==> src/bltd_pkg.sv <==
// Package for the byte level token text decoder: field widths, the UTF-8 lead
// byte decode and the code point to raw byte map with its remap table.
// No dependencies.
package bltd_pkg;

  localparam int unsigned ByteW  = 8;
  localparam int unsigned LimitW = 16;
  localparam int unsigned PointW = 21;
  localparam int unsigned LenW   = 3;

  localparam logic [ByteW-1:0] QuestionMark = 8'h3F;
  localparam logic [LimitW-1:0] LimitReset  = 16'hFFFF;

  localparam int unsigned RemapDepth = 35;
  localparam logic [ByteW-1:0] HighRemap [RemapDepth] = '{
    8'h7F, 8'h80, 8'h81, 8'h82, 8'h83, 8'h84, 8'h85, 8'h86, 8'h87, 8'h88,
    8'h89, 8'h8A, 8'h8B, 8'h8C, 8'h8D, 8'h8E, 8'h8F, 8'h90, 8'h91, 8'h92,
    8'h93, 8'h94, 8'h95, 8'h96, 8'h97, 8'h98, 8'h99, 8'h9A, 8'h9B, 8'h9C,
    8'h9D, 8'h9E, 8'h9F, 8'hA0, 8'hAD
  };

  typedef logic [ByteW-1:0] byte_t;
  typedef byte_t char_bytes_t [4];

  typedef struct packed {
    logic  hit;
    byte_t value;
  } map_res_t;

  function automatic logic [LenW-1:0] lead_len(input byte_t b);
    logic [LenW-1:0] len;
    if (!b[7]) begin
      len = 3'd1;
    end else if (b[7:5] == 3'b110) begin
      len = 3'd2;
    end else if (b[7:4] == 4'b1110) begin
      len = 3'd3;
    end else begin
      len = 3'd4;
    end
    return len;
  endfunction

  function automatic logic [PointW-1:0] assemble_point(input char_bytes_t c,
                                                       input logic [LenW-1:0] len);
    logic [PointW-1:0] cp;
    case (len)
      3'd1: cp = PointW'(c[0]);
      3'd2: cp = PointW'({c[0][4:0], c[1][5:0]});
      3'd3: cp = PointW'({c[0][3:0], c[1][5:0], c[2][5:0]});
      default: cp = {c[0][2:0], c[1][5:0], c[2][5:0], c[3][5:0]};
    endcase
    return cp;
  endfunction

  function automatic map_res_t map_point(input logic [PointW-1:0] cp);
    map_res_t res;
    logic [PointW-1:0] k;
    k = cp - PointW'(21'h121);
    res.hit   = 1'b1;
    res.value = cp[7:0];
    if (cp inside {[21'h21 : 21'h7E], [21'hA1 : 21'hAC], [21'hAE : 21'h120]}) begin
      res.value = cp[7:0];
    end else if (cp inside {[21'h121 : 21'h143]}) begin
      res.value = HighRemap[k[5:0]];
    end else if (cp == 21'h144) begin
      res.value = QuestionMark;
    end else begin
      res.hit = 1'b0;
    end
    return res;
  endfunction

endpackage

==> src/byte_level_token_text_decoder_unit.sv <==
// Top level of the byte level token text decoder.
// Depends on bltd_pkg for the lead byte decode and the code point map.
//
// Usage: token text arrives as one UTF-8 byte per beat on the s_axis channel,
// with s_axis_tlast on the last byte of a text. Each complete character is
// mapped back to one raw byte, or passed through as its original one to four
// bytes. Results leave on m_axis, one byte per beat, with the running count
// of bytes of this text; m_axis_tlast marks the last result of an input byte
// or the result that reaches the limit. The cfg channel writes the per text
// output limit; it is always ready, and is to be written only while the block
// is idle; the block itself does not enforce this. A result passes through the
// input register, the run register and the output register.
// Throughput: one input byte per cycle while the receiver is ready and each
// character yields at most one result; a pass-through character holds the
// run register until all its bytes are sent, so the emitter, one byte a cycle,
// sets the rate. Bytes dropped at the limit still pass through the emitter.
// Reset clears all control state and sets the limit to 65535. When the
// receiver stalls, the output register holds, the run register and the input
// register fill, and s_axis_tready falls.
module byte_level_token_text_decoder_unit
  import bltd_pkg::*;
#(
  parameter int unsigned COUNT_WIDTH = 16
) (
  input  logic              clk_i,
  input  logic              rst_ni,
  input  logic              cfg_valid_i,
  output logic              cfg_ready_o,
  input  logic [LimitW-1:0] cfg_data_i,
  input  logic              s_axis_tvalid,
  output logic              s_axis_tready,
  input  logic [7:0]        s_axis_tdata,  // [7:0] in_byte
  input  logic              s_axis_tlast,  // end_of_text
  output logic              m_axis_tvalid,
  input  logic              m_axis_tready,
  output logic [23:0]       m_axis_tdata,  // [7:0] out_byte, [23:8] out_count
  output logic              m_axis_tlast   // run_last
);

  localparam int unsigned LW = (COUNT_WIDTH > LimitW) ? COUNT_WIDTH : LimitW;

  logic [LimitW-1:0] limit_q;
  logic [LW-1:0]     lim_ext, cap_ext, lim_eff;

  logic  in_vld_q, in_eot_q;
  byte_t in_byte_q;

  char_bytes_t       char_q;
  logic [1:0]        held_q, held_d;
  logic [LenW-1:0]   needed_q, needed_d;

  logic              run_vld_q, run_eot_q;
  byte_t             run_byte_q [4];
  logic [LenW-1:0]   run_len_q;
  logic [1:0]        run_idx_q;

  logic [COUNT_WIDTH-1:0] count_q, count_d, count_n;
  logic                   full_q, full_d;

  logic              out_vld_q, out_last_q;
  byte_t             out_byte_q;
  logic [LimitW-1:0] out_count_q;

  logic              start, complete, load_s, step_s, emit_s, out_free, run_free;
  logic              last_in_run, blocked, hit_lim, clr;
  logic [LenW-1:0]   need, held_n, run_len_d;
  char_bytes_t       chars_w;
  char_bytes_t       run_bytes_w;
  logic [PointW-1:0] cp;
  map_res_t          map_r;

  assign cfg_ready_o = 1'b1;

  assign lim_ext = LW'(limit_q);
  assign cap_ext = LW'({COUNT_WIDTH{1'b1}});
  assign lim_eff = (lim_ext < cap_ext) ? lim_ext : cap_ext;

  assign out_free    = !out_vld_q || m_axis_tready;
  assign step_s      = run_vld_q && out_free;
  assign last_in_run = (LenW'(run_idx_q) + LenW'(1)) == run_len_q;
  assign run_free    = !run_vld_q || (step_s && last_in_run);
  assign load_s      = in_vld_q && run_free;

  assign s_axis_tready = !in_vld_q || load_s;

  always_comb begin
    start   = (held_q == 2'd0);
    need    = start ? lead_len(in_byte_q) : needed_q;
    chars_w = char_q;
    chars_w[held_q] = in_byte_q;
    held_n   = LenW'(held_q) + LenW'(1);
    complete = (held_n >= need);
    cp       = assemble_point(chars_w, need);
    map_r    = map_point(cp);
    run_len_d = map_r.hit ? LenW'(1) : need;
    run_bytes_w = chars_w;
    if (map_r.hit) begin
      run_bytes_w[0] = map_r.value;
    end
    if (complete || in_eot_q) begin
      held_d   = 2'd0;
      needed_d = '0;
    end else begin
      held_d   = held_n[1:0];
      needed_d = need;
    end
  end

  always_comb begin
    blocked = full_q || (LW'(count_q) >= lim_eff);
    emit_s  = step_s && !blocked;
    count_n = count_q + COUNT_WIDTH'(1);
    hit_lim = (LW'(count_n) >= lim_eff);
    clr     = (step_s && last_in_run && run_eot_q) || (load_s && !complete && in_eot_q);
    count_d = emit_s ? count_n : count_q;
    full_d  = step_s ? (blocked || hit_lim) : full_q;
    if (clr) begin
      count_d = '0;
      full_d  = 1'b0;
    end
  end

  always_ff @(posedge clk_i or negedge rst_ni) begin
    if (!rst_ni) begin
      limit_q   <= LimitReset;
      in_vld_q  <= 1'b0;
      held_q    <= 2'd0;
      needed_q  <= '0;
      run_vld_q <= 1'b0;
      run_idx_q <= 2'd0;
      count_q   <= '0;
      full_q    <= 1'b0;
      out_vld_q <= 1'b0;
    end else begin
      if (cfg_valid_i) begin
        limit_q <= cfg_data_i;
      end
      if (s_axis_tready) begin
        in_vld_q <= s_axis_tvalid;
      end
      if (load_s) begin
        held_q    <= held_d;
        needed_q  <= needed_d;
        run_vld_q <= complete;
        run_idx_q <= 2'd0;
      end else if (step_s) begin
        if (last_in_run) begin
          run_vld_q <= 1'b0;
        end else begin
          run_idx_q <= run_idx_q + 2'd1;
        end
      end
      count_q <= count_d;
      full_q  <= full_d;
      if (out_free) begin
        out_vld_q <= emit_s;
      end
    end
  end

  always_ff @(posedge clk_i) begin
    if (s_axis_tready && s_axis_tvalid) begin
      in_byte_q <= s_axis_tdata;
      in_eot_q  <= s_axis_tlast;
    end
    if (load_s) begin
      char_q[held_q] <= in_byte_q;
      run_eot_q      <= in_eot_q;
      run_len_q      <= run_len_d;
      run_byte_q     <= run_bytes_w;
    end
    if (emit_s) begin
      out_byte_q  <= run_byte_q[run_idx_q];
      out_last_q  <= last_in_run || hit_lim;
      out_count_q <= LimitW'(LW'(count_n));
    end
  end

  assign m_axis_tvalid = out_vld_q;
  assign m_axis_tdata  = {out_count_q, out_byte_q};
  assign m_axis_tlast  = out_last_q;

  a_run_idx_in_range: assert property (@(posedge clk_i) disable iff (!rst_ni)
    run_vld_q |-> (LenW'(run_idx_q) < run_len_q))
    else $error("Run index has passed the run length.");

  a_held_below_needed: assert property (@(posedge clk_i) disable iff (!rst_ni)
    (held_q != 2'd0) |-> (LenW'(held_q) < needed_q))
    else $error("Gathered bytes reached the character length without completing.");

  a_count_nonzero: assert property (@(posedge clk_i) disable iff (!rst_ni)
    out_vld_q |-> (out_count_q != '0 || COUNT_WIDTH > LimitW))
    else $error("A result beat carries a zero byte count.");

  a_no_emit_when_full: assert property (@(posedge clk_i) disable iff (!rst_ni)
    (full_q && step_s && !clr) |=> full_q)
    else $error("Output full flag cleared without end of text.");

endmodule

==> config.mk <==
export PLATFORM = sky130hd
export DESIGN_NAME = byte_level_token_text_decoder_unit
export DESIGN_NICKNAME = d
export VERILOG_FILES = /design/src/bltd_pkg.sv /design/src/byte_level_token_text_decoder_unit.sv
export SDC_FILE = /design/constraint.sdc
export NUM_CORES = 1
export LEC_CHECK = 0
export ABC_CLOCK_PERIOD_IN_PS = 7600
export BUFFER_PORTS_ARGS = -buffer_cell sky130_fd_sc_hd__buf_2
export CAP_MARGIN = 40
export CORE_ASPECT_RATIO = 1.1
export CORE_MARGIN = 4
export CORE_UTILIZATION = 52
export DETAILED_ROUTE_END_ITERATION = 6
export GPL_TIMING_DRIVEN = 0
export PLACE_DENSITY = 0.78
export SKIP_LAST_GASP = 1
export SLEW_MARGIN = 20
export SYNTH_ARGS = -nofsm -noshare
export SYNTH_HDL_FRONTEND = slang
export SYNTH_SLANG_ARGS = --single-unit
==> constraint.sdc <==
create_clock -name clk_i -period 7.6 [get_ports clk_i]
set_input_delay 0.38 -clock clk_i [delete_from_list [all_inputs] [get_ports clk_i]]
set_output_delay 0.38 -clock clk_i [all_outputs]
set_load 0.02 [all_outputs]
==> summary.md, run 1 <==
| Metric | Value |
|---|---|
| Run status | complete, no violations |
| Static leakage | 0.00329 uW |
| Largest net degree at the start of global routing | 31 |
| PortBufs | 56 |
| Max VDD drop | 0.000242 V |
| Pre-antenna DRT Iters | 6 |
| Post-CTS Setup Bufs | 0 |
| Yosys reg bits | 121 |
| Gpl congestion | 0.944 |
| Vias | 5,270 |
| Post-Syn Area | 6990 sq um |
| Synth warn | 0 |
| Multi-input gate area | 3280 sq um |
| Share of synthesized flip-flops with an asynchronous set or reset | 35.5% |
| Util after Layout | 61.4% |
| Worst path buffer plus inverter count | 3 |
| WL per Instance | 19.1 um |
| Maxcap violations | 0 |
| First-pass GRT wire length | 27,500 um |
| Seq/Total Area, Yosys | 49.2% |
| Worst slew pin tran | 0.796 ns |
| Pre-CTS setup slack | 3.21 ns |
| Final Max Tran Viols | 0 |
| CP Max Fanout | 10 |
| Initial Utilization | 53.1% |
| Fill count | 1,073 |
| Worst skew pair latency | 0.42 ns |
| Core area | 13,200 sq um |
| Mapped Cells | 620 |
| Crit end category | flip-flop |
| Max clock buf depth | 2 |
| Placed cell area | 7530 sq um |
| Vias in the first global route | 5,452 |
| Via/cell ratio | 6.04 |
| Element type at the critical path start | flip-flop |
| RSZ-0062 raised after global routing | no |
| Die Y | 130 um |
| I/O pins | 58 |
| WP data arrival | 4.63 ns |
| Iter 0 DRT Violations | 351 |
| CP max stage cell | a211oi_1 |
| Design area | 8070 sq um |
| Total negative setup slack | 0 ns |
| Crit-path max cell delay | 0.69 ns |
| Ys flop type | edfxtp_1 |
| Number of distinct library cells after synthesis | 76 |
| Post-synthesis to final-layout area growth | 15.6% |
| Die ar. | 15,400 sq um |
| Setup slack, reg-to-reg | 3.12 ns |
| Root Driver | clkbuf_16 |
| CTS Buf Count | 17 |
| PwrDens | 447 nW/um^2 |
| Maximum clock frequency | 0.223 GHz |
| Initial antenna violation count | 0 |
| FF/Latch Area | 3440 sq um |
| Worst path cell trace | inv_1 -> ha_1 -> buf_4 -> buf_2 -> mux2_2 -> o21ai_0 -> a32oi_2 -> nor3_1 -> nand3_1 -> a211oi_1 -> nand4_4 -> o221a_1 |
| Final WL | 16,700 um |
| Grt total ovfl | 0 |
| Nets | 770 |
| Final Hold Slack | 0.134 ns |
| Post-synth EDFFs | 78 |
| Min Tclk post-route | 4.48 ns |
| Fraction of layout cells with a size suffix above 1 | 22.5% |
| Mapped Avg Cell Area | 11.3 sq um |
| Crit path kind | flip-flop to flip-flop |
| Final hold violation count | 0 |
| Slew headroom | 46.9% |
| GRT Util Overall | 22.9% |
| Post-route DRC | 0 |
| Net Count, Synth | 691 |
| Clock slew at reported path FFs | 0.06 ns |
| DPL Wire Length | 12,800 um |
| Antenna violation net count after detailed routing | 0 |
| Antenna diodes | 0 |
| Number of core rows | 44 |
| Num Clock Sinks | 121 |
| Post-cts resize count | 0 |
| Worst path top cell family by delay | compound AO/OA/AOI/OAI gates |
| H-tree Lvls | 4 |
| Max Clock Skew | 0.00871 ns |
| Final setup fails | 0 |
| Final cycle utilization of the critical path | 58.9% |
| Die W | 119 um |
| CTS tree | done |
| Worst min path class | input port to flip-flop |
| CTS Hold Bufs | 0 |
| CP Data Required Time | 7.75 ns |
| Setup ws final | 3.12 ns |
==> cells in the mapped netlist, types with 10 or more instances <==
| cell | count | area share, % |
|---|---|---|
| or3_1 | 13 | 1.2 |
| o21a_1 | 16 | 1.7 |
| nor3_1 | 17 | 1.2 |
| o21ai_0 | 46 | 3.3 |
| inv_1 | 45 | 2.4 |
| edfxtp_1 | 78 | 34 |
| nor2_1 | 26 | 1.4 |
| ha_1 | 41 | 7.3 |
| nand3_1 | 13 | 0.93 |
| nand2_1 | 38 | 2.0 |
| nor4_1 | 12 | 1.1 |
| and3_1 | 11 | 0.99 |
| mux2_2 | 17 | 2.7 |
| clkbuf_1 | 11 | 0.59 |
| xor2_1 | 12 | 1.5 |
| nand2b_1 | 10 | 0.90 |
| mux2i_1 | 14 | 2.0 |
| a21oi_1 | 25 | 1.8 |
| dfrtp_1 | 27 | 9.7 |
| dfstp_2 | 16 | 6.0 |
==> report_power, final <==
group	internal (uW)	total [uW]	switching, uW
clock network	414	708	295
registers	1040	1150	113
logic	648	1750	1100
total	2100	3610	1510
==> path summary, 6_finish.rpt <==
check,startpoint,to,depth (start not counted)
max in group asynchronous,rst_ni,lim_ext[15]$_DFFE_PN1P_,2
max,held_q[0]$_DFFE_PN0P_,run_byte_q[26]$_DFFE_PP_,12
min reg2reg,lim_ext[9]$_DFFE_PN1P_,lim_ext[9]$_DFFE_PN1P_,2
max reg2reg,held_q[0]$_DFFE_PN0P_,run_byte_q[26]$_DFFE_PP_,12
min in group asynchronous,rst_ni,lim_ext[13]$_DFFE_PN1P_,1
min,s_axis_tdata[5],in_byte_q[5]$_DFFE_PP_,1
==> cell type report <==
class	count	share of cell area [%]
multi-input combinational	432	40.6
clock inverter	15	1.27
buffer	20	1.16
clock buffer	17	5.27
sequential	121	42.6
tap	161	2.49
timing repair buffer	60	4.45
inverter	47	2.19
==> metrics by stage <==
stage	std cells	power, uW
2_1_floorplan	620	2360
3_3_place_gp	837	2800
3_5_place_dp	840	2880
4_1_cts	872	3610
5_1_grt	873	3830
6_report	873	3610
==> sequential cells by signal (all words and copies together) (netlist names) <==
register	cells
char_q	8
count_q	16
full_q	1
held_q	2
in_byte_q	8
in_eot_q	1
in_vld_q	1
lim_ext	16
m_axis_tlast	1
m_axis_tvalid	1
needed_q	3
out_byte_q	8
out_count_q	16
run_byte_q	32
run_eot_q	1
run_idx_q	2
run_len_q	3
run_vld_q	1
==> metal layers <==
metal | GRT usage, % | routed length, um
met1 | 26.0 | 6790
met2 | 41.6 | 8740
met3 | 5.94 | 867
met4 | 8.93 | 299
met5 | 0 | 0
==> cell families after synthesis <==
group,after synthesis,synth area share (%)
other cells,1,0.0537
buf+inv,67,3.87
mux,39,7.33
flops,121,49.2
fa+ha+maj,41,7.34
compound gates,160,16.1
simple gates,170,13.5
xor+xnor,21,2.63
==> layout by cell type (no fill, tap or decap), types with 9 or more instances in the layout <==
cell type,count
edfxtp_1,78
buf_2,62
o21ai_0,46
inv_1,44
ha_1,41
nand2_1,38
dfrtp_1,27
nor2_1,26
a21oi_1,25
mux2_2,17
nor3_1,17
clkbuf_16,17
o21a_1,16
dfstp_2,16
mux2i_1,14
nand3_1,13
or3_1,13
xor2_1,12
nor4_1,12
and3_1,11
clkbuf_1,11
nand2b_1,10
xnor2_1,9
a211oi_1,9
No activity file was read; power rests on OpenSTA's default activity.
==> inputs of run 2 (changes only) <==
--- a/config.mk
+++ b/config.mk
@@ -5,7 +5,8 @@
 export SDC_FILE = /design/constraint.sdc
 export NUM_CORES = 1
 export LEC_CHECK = 0
-export ABC_CLOCK_PERIOD_IN_PS = 7600
+export ABC_AREA = 1
+export ABC_CLOCK_PERIOD_IN_PS = 3800
 export BUFFER_PORTS_ARGS = -buffer_cell sky130_fd_sc_hd__buf_2
 export CAP_MARGIN = 40
 export CORE_ASPECT_RATIO = 1.1
@@ -13,7 +14,7 @@
 export CORE_UTILIZATION = 52
 export DETAILED_ROUTE_END_ITERATION = 6
 export GPL_TIMING_DRIVEN = 0
-export PLACE_DENSITY = 0.78
+export PLACE_DENSITY = 0.8
 export SKIP_LAST_GASP = 1
 export SLEW_MARGIN = 20
 export SYNTH_ARGS = -nofsm -noshare
==> constraint.sdc (replaced) <==
create_clock -name clk_i -period 3.8 [get_ports clk_i]
set_input_delay 0.19 -clock clk_i [delete_from_list [all_inputs] [get_ports clk_i]]
set_output_delay 0.19 -clock clk_i [all_outputs]
set_load 0.02 [all_outputs]
==> run 2 against run 1 <==
Compared with the run above:
- sequential share of layout area decreased by 3.4 points
- first-iteration DRC count increased by 80%
- critical path depth increased by 6
- worst hold slack got worse by 0.11 ns
- setup slack got worse by 3.1 ns
- core utilization increased by 2.3 points
- count of clock-buffer cells in the layout increased by 6
- sequential cell count unchanged
- cell count increased by 34%
- largest power group unchanged
- register-to-register slack got worse by 3.1 ns
==> summary.md, run 2 <==
| Metric | Value |
|---|---|
| Final Max Tran Viols | 0 |
| Net Count, Synth | 934 |
| Worst min path class | input port to flip-flop |
| M1 WL | 7360 um |
| Post-route DRC | 0 |
| Die Y | 132 um |
| Post-synthesis to final-layout area growth | 20.2% |
| PortBufs | 56 |
| Vias | 6,289 |
| Top reg by flops | run_byte_q |
| Pre-antenna DRT Iters | 7 |
| Pre-CTS setup slack | -0.334 ns |
| Initial Utilization | 52.9% |
| CP Data Required Time | 4.11 ns |
| Slew headroom | 53.6% |
| Via/cell ratio | 5.38 |
| GRT Util Overall | 23.5% |
| Largest net degree at the start of global routing | 38 |
| Share of synthesized flip-flops with an asynchronous set or reset | 35.5% |
| Total power | 8760 uW |
| Synth warn | 0 |
| Core area | 13,800 sq um |
| Crit path kind | flip-flop to flip-flop |
| Yosys reg bits | 121 |
| Vias in the first global route | 6,076 |
| I/O pins | 58 |
| Initial antenna violation count | 0 |
| Ys flop type | edfxtp_1 |
| CTS tree | done |
| Commonest non-fill, non-tap cell in the layout | nand2_1 |
| DPL Wire Length | 13,400 um |
| CP Max Fanout | 5 |
| Static leakage | 0.00399 uW |
| Synth area leaders | edfxtp_1 (32%), nand2_1 (10%), dfrtp_1 (9.3%), ha_1 (7.0%), dfstp_2 (5.8%) |
| Mapped Cells | 863 |
| Run status | complete, no violations |
| Setup slack, reg-to-reg | 0.02 ns |
| Setup ws final | 0.0211 ns |
| Util after Layout | 63.6% |
| Iter 0 DRT Violations | 633 |
| Design area | 8780 sq um |
| Count leader, synth | nand2_1 |
| Crit end category | flip-flop |
| Final hold violation count | 0 |
| Antenna violation net count after detailed routing | 0 |
| PwrDens | 998 nW/um^2 |
| Fill count | 1,107 |
| Final cycle utilization of the critical path | 99.4% |
| Fraction of layout cells with a size suffix above 1 | 19.1% |
| Worst skew pair latency | 0.42 ns |
| Antenna diodes | 0 |
| Cell taking the most area after synthesis | edfxtp_1 |
| Post-Syn Area | 7300 sq um |
| Worst slew pin tran | 0.688 ns |
| Maxcap violations | 0 |
| Grt total ovfl | 0 |
| Die W | 121 um |
| RSZ-0062 raised after global routing | yes |
| Placed cell area | 7890 sq um |
| CTS Buf Count | 17 |
| Gpl congestion | 0.944 |
| WL per Instance | 15.5 um |
| H-tree Lvls | 4 |
| WP data arrival | 4.09 ns |
| Post-synth EDFFs | 78 |
| Final Hold Slack | 0.0291 ns |
| Clock slew at reported path FFs | 0.06 ns |
| Yosys top cell area share | 32.1% |
| Maximum clock frequency | 0.265 GHz |
| Number of distinct library cells after synthesis | 46 |
| Met3 WL | 1150 um |
| Max reg flops | 32 |
| Number of core rows | 45 |
| WL met2 | 8850 um |
| Mapped Avg Cell Area | 8.46 sq um |
| Element type at the critical path start | flip-flop |
| Max clock buf depth | 2 |
| Top Metal Used | met4 |
| First-pass GRT wire length | 29,700 um |
| Commonest cells in the synthesized netlist | nand2_1 (200), inv_1 (95), edfxtp_1 (78), nor2_1 (72), nand3_1 (70) |
| Final WL | 18,100 um |
| Final setup fails | 0 |
| Num Clock Sinks | 121 |
| Max Clock Skew | 0.00966 ns |
| Max VDD drop | 0.000513 V |
| Root Driver | clkbuf_16 |
| Seq/Total Area, Yosys | 47.1% |
| Nets | 1,038 |
| Min Tclk post-route | 3.78 ns |
| Commonest cells after routing, fill and taps aside | nand2_1 (200), inv_1 (95), edfxtp_1 (78), nor2_1 (70), nand3_1 (69) |
| Die ar. | 16,000 sq um |
-- run 2: power by group --
part           internal (uW)  switching [uW]
Clock                    971             573
Sequential              2120             215
Combinational           1490            3380
Total                   4590            4170
-- run 2: critical path, cell delays in order, from the launching register on --
cell       delay, ns
dfrtp_1         0.44
inv_1           0.14
nor3_4          0.18
nand3_1         0.14
nor2_1          0.19
nand2_1         0.15
nor3_4          0.24
nand3_2         0.18
nor3_2          0.25
nand2_1         0.09
xor2_1          0.19
inv_1           0.08
ha_1            0.32
nand4_1         0.14
nor3_2          0.24
o21ai_0         0.18
o2111ai_1       0.15
a31oi_2         0.09
a221oi_1        0.26
-- run 2: path summary, 6_finish.rpt --
check                                  startpoint                      end  cells past startpoint
setup / recovery           count_q[0]$_DFFE_PN0P_       full_q$_DFFE_PN0P_                     18
hold / removal                     cfg_data_i[15]  lim_ext[15]$_DFFE_PN1P_                      3
hold reg to reg                in_eot_q$_DFFE_PP_      run_eot_q$_DFFE_PP_                      0
max in group asynchronous                  rst_ni  lim_ext[12]$_DFFE_PN1P_                      3
setup reg to reg           count_q[0]$_DFFE_PN0P_       full_q$_DFFE_PN0P_                     18
min in group asynchronous                  rst_ni  needed_q[0]$_DFFE_PN0P_                      2
-- run 2: final cells by class --
type / instances / area [sq um] / area share (%)
clock buffer: 23 / 488 / 5.56
timing repair buffer: 85 / 606 / 6.90
buffer: 21 / 128 / 1.45
tap: 188 / 235 / 2.68
clock inverter: 9 / 87.6 / 0.998
sequential: 121 / 3440 / 39.2
multi-input combinational: 609 / 3370 / 38.4
inverter: 112 / 420 / 4.79
-- run 2: logic make-up after synthesis --
group	synth area share [%]
AND/OR/NAND/NOR	25.5
AO/OA/AOI/OAI	10.8
buffers and inverters	7.51
flip-flops	47.1
adder cells (fa/ha/maj)	7.03
XOR/XNOR	1.80
other	0.0514
multiplexers	0.154
-- run 2: stage by stage --
stage	cells	TNS [ns]
floorplan	863	0
global placement	1107	-10.34
detailed placement	1110	-0.530
CTS	1167	0
global route	1168	-0.404
finish	1168	0
-- run 2: routing by layer --
metal / GRT usage [%] / up-vias
li1: - / 3119
met4: 11.3 / 0
met2: 39.0 / 251
met3: 4.72 / 53
met5: 0 / -
met1: 29.1 / 2866
-- run 2: repair_timing --
item / in CTS / in global routing
endpoints found under the hold margin: 35 / 0
hold buffers: 25 / 0
buffers inserted: 0 / 1
endpoints found under the setup margin: 2 / 15
pin swaps: 0 / 1
resized for setup: 4 / 6
==> inputs of run 3 (changes only) <==
--- a/config.mk
+++ b/config.mk
@@ -14,7 +14,7 @@
 export CORE_UTILIZATION = 52
 export DETAILED_ROUTE_END_ITERATION = 6
 export GPL_TIMING_DRIVEN = 0
-export PLACE_DENSITY = 0.8
+export PLACE_DENSITY = 0.7
 export SKIP_LAST_GASP = 1
 export SLEW_MARGIN = 20
 export SYNTH_ARGS = -nofsm -noshare
==> run 3 against run 2 <==
Compared with the run above:
- sequential power barely moved
- maximum frequency rose by 2.9%
- core utilization rose by 0.82 points
- cell count rose by 0.34%
- total power rose by 1.6%
- critical path type unchanged
- sequential share of layout area fell by 0.48 points
- cell area rose by 1.3%
- register-to-register slack improved by 0.11 ns
==> summary.md, run 3 (synthesized netlist as in run 2, its figures left out) <==
| Metric | Value |
|---|---|
| Final Max Tran Viols | 0 |
| Worst R2R End | full_q$_DFFE_PN0P_ |
| Post-route DRC | 0 |
| Crit end category | flip-flop |
| RSZ-0062 raised after global routing | yes |
| CP Max Fanout | 3 |
| Core area | 13,800 sq um |
| Sw Share | 47.7% |
| First-pass GRT wire length | 29,200 um |
| Psw | 4240 uW |
| PwrDens | 1000 nW/um^2 |
| Max clock buf depth | 2 |
| Pre-CTS setup slack | -0.496 ns |
| CP max stage cell | dfrtp_1 |
| Reg2reg start | count_q[2]$_DFFE_PN0P_ |
| Hold EP | lim_ext[0]$_DFFE_PN1P_ |
| Initial antenna violation count | 0 |
| CP Data Required Time | 4.11 ns |
| Die Y | 132 um |
| Design area | 8890 sq um |
| Worst r2r path cells | 18 |
| Crit-path max cell delay | 0.38 ns |
| Worst path cell trace | inv_1 -> nor3_4 -> nand3_2 -> nor2_1 -> nand2_1 -> nor3_4 -> nand3_2 -> nor3_4 -> nand2_1 -> xor2_2 -> inv_1 -> ha_1 -> nand4_1 -> nor3_4 -> o21ai_1 -> o2111ai_1 -> a31oi_1 -> a221oi_1 |
| Antenna diodes | 0 |
| Total internal power | 4650 uW |
| Nets | 1,042 |
| HP Start | cfg_valid_i |
| Final Hold Slack | 0.0523 ns |
| Setup slack, reg-to-reg | 0.13 ns |
| Root Driver | clkbuf_16 |
| Largest net degree at the start of global routing | 29 |
| Vias in the first global route | 5,824 |
| Die W | 121 um |
| DPL Wire Length | 13,800 um |
| Maximum clock frequency | 0.272 GHz |
| Via/cell ratio | 5.28 |
| Clock slew at reported path FFs | 0.06 ns |
| Static leakage | 0.00405 uW |
| Commonest cells after routing, fill and taps aside | nand2_1 (200), inv_1 (95), edfxtp_1 (78), nor2_1 (71), nand3_1 (68) |
| Max VDD drop | 0.000495 V |
| Worst slew pin tran | 0.633 ns |
| CTS Buf Count | 17 |
| Vias | 6,187 |
| Top reg by flops | run_byte_q |
| WL per Instance | 15.6 um |
| Min Tclk post-route | 3.67 ns |
| Worst min path class | input port to flip-flop |
| Placed cell area | 7890 sq um |
| Fraction of layout cells with a size suffix above 1 | 19.5% |
| Final cycle utilization of the critical path | 96.7% |
| Hold depth | 2 |
| Clock Power Share | 18.3% |
| Antenna violation net count after detailed routing | 0 |
| Final setup fails | 0 |
| Setup ws final | 0.127 ns |
| Final WL | 18,200 um |
| Post-synthesis to final-layout area growth | 21.7% |
| WP data arrival | 3.99 ns |
| Sequential power share | 26.2% |
| Run status | complete, no violations |
| Grt total ovfl | 0 |
| Pre-antenna DRT Iters | 5 |
| Crit path kind | flip-flop to flip-flop |
| I/O pins | 58 |
| Worst skew pair latency | 0.42 ns |
| Num Clock Sinks | 121 |
| PortBufs | 56 |
| Max reg flops | 32 |
| Initial Utilization | 52.9% |
| H-tree Lvls | 4 |
| Iter 0 DRT Violations | 462 |
| Gpl congestion | 0.983 |
| Number of core rows | 45 |
| Max Clock Skew | 0.00943 ns |
| CTS tree | done |
| Die ar. | 16,000 sq um |
| GRT Util Overall | 23.2% |
| Most used cell, CP | nor3_4 |
| Commonest non-fill, non-tap cell in the layout | nand2_1 |
| Maxcap violations | 0 |
| Fill count | 1,149 |
| Slew headroom | 57.4% |
| Final hold violation count | 0 |
| Combinational power share | 55.5% |
| Element type at the critical path start | flip-flop |
| Total power | 8900 uW |
run 3: critical path, delay by kind of cell, from the launching register on:
kind            cells  cell delay, ns
simple gates       10            1.86
compound gates      4            0.65
flops               1            0.38
fa+ha+maj           1            0.32
buf+inv             2            0.18
xor+xnor            1            0.16
run 3: worst max-delay path by stage:
| stage | from | slack, ns | cells past startpoint | end |
|---|---|---|---|---|
| after floorplan | lim_ext[1]$_DFFE_PN1P_ | 0.34 | 15 | count_q[12]$_DFFE_PN0P_ |
| after global placement | lim_ext[15]$_DFFE_PN1P_ | -0.85 | 13 | count_q[12]$_DFFE_PN0P_ |
| after detailed placement | count_q[0]$_DFFE_PN0P_ | -0.50 | 18 | full_q$_DFFE_PN0P_ |
| after CTS | count_q[0]$_DFFE_PN0P_ | 0.03 | 18 | full_q$_DFFE_PN0P_ |
| after global routing | count_q[0]$_DFFE_PN0P_ | -0.15 | 18 | full_q$_DFFE_PN0P_ |
| final | count_q[2]$_DFFE_PN0P_ | 0.13 | 18 | full_q$_DFFE_PN0P_ |
run 3: repair_timing:
action                     in CTS  in global routing
gates resized for setup         5                 11
buffers inserted                0                  2
setup endpoints to repair       2                 14
hold buffers                   28                  0
hold endpoints to repair       31                  0
cloned                          0                  0
pin swaps                       0                  4
run 3: routing by layer:
layer  vias to the layer above  GRT usage (%)  routed length, um
met4                         0           7.37                497
met3                        30           5.36                933
li1                       3125              -                  -
met1                      2844           28.2               7590
met5                         -              0                  0
met2                       188           40.5               9210
run 3: cell type report:
| type | instances | area (sq um) | share of cell area [%] |
|---|---|---|---|
| inverter | 112 | 420 | 4.73 |
| tap | 188 | 235 | 2.65 |
| timing repair buffer | 89 | 643 | 7.24 |
| clock inverter | 10 | 72.6 | 0.816 |
| clock buffer | 22 | 551 | 6.19 |
| multi-input combinational | 609 | 3400 | 38.2 |
| buffer | 21 | 128 | 1.44 |
| sequential | 121 | 3440 | 38.7 |
run 3: per-stage QoR:
stage                     TNS [ns]  instances  util (%)
after floorplan                  0        863         -
after detailed placement    -0.855       1110      57.2
after global placement      -12.01       1107      56.7
after CTS                        0       1170      64.0
after global routing        -0.211       1172      64.4
final                            0       1172      64.4
run 3: power by group through the flow:
stage	clock network [uW]	registers, uW	logic [uW]
2_1_floorplan	0	2440	3390
3_3_place_gp	0	2350	4690
3_5_place_dp	0	2350	4790
4_1_cts	1650	2330	4850
5_1_grt	1730	2380	5480
6_report	1630	2330	4940
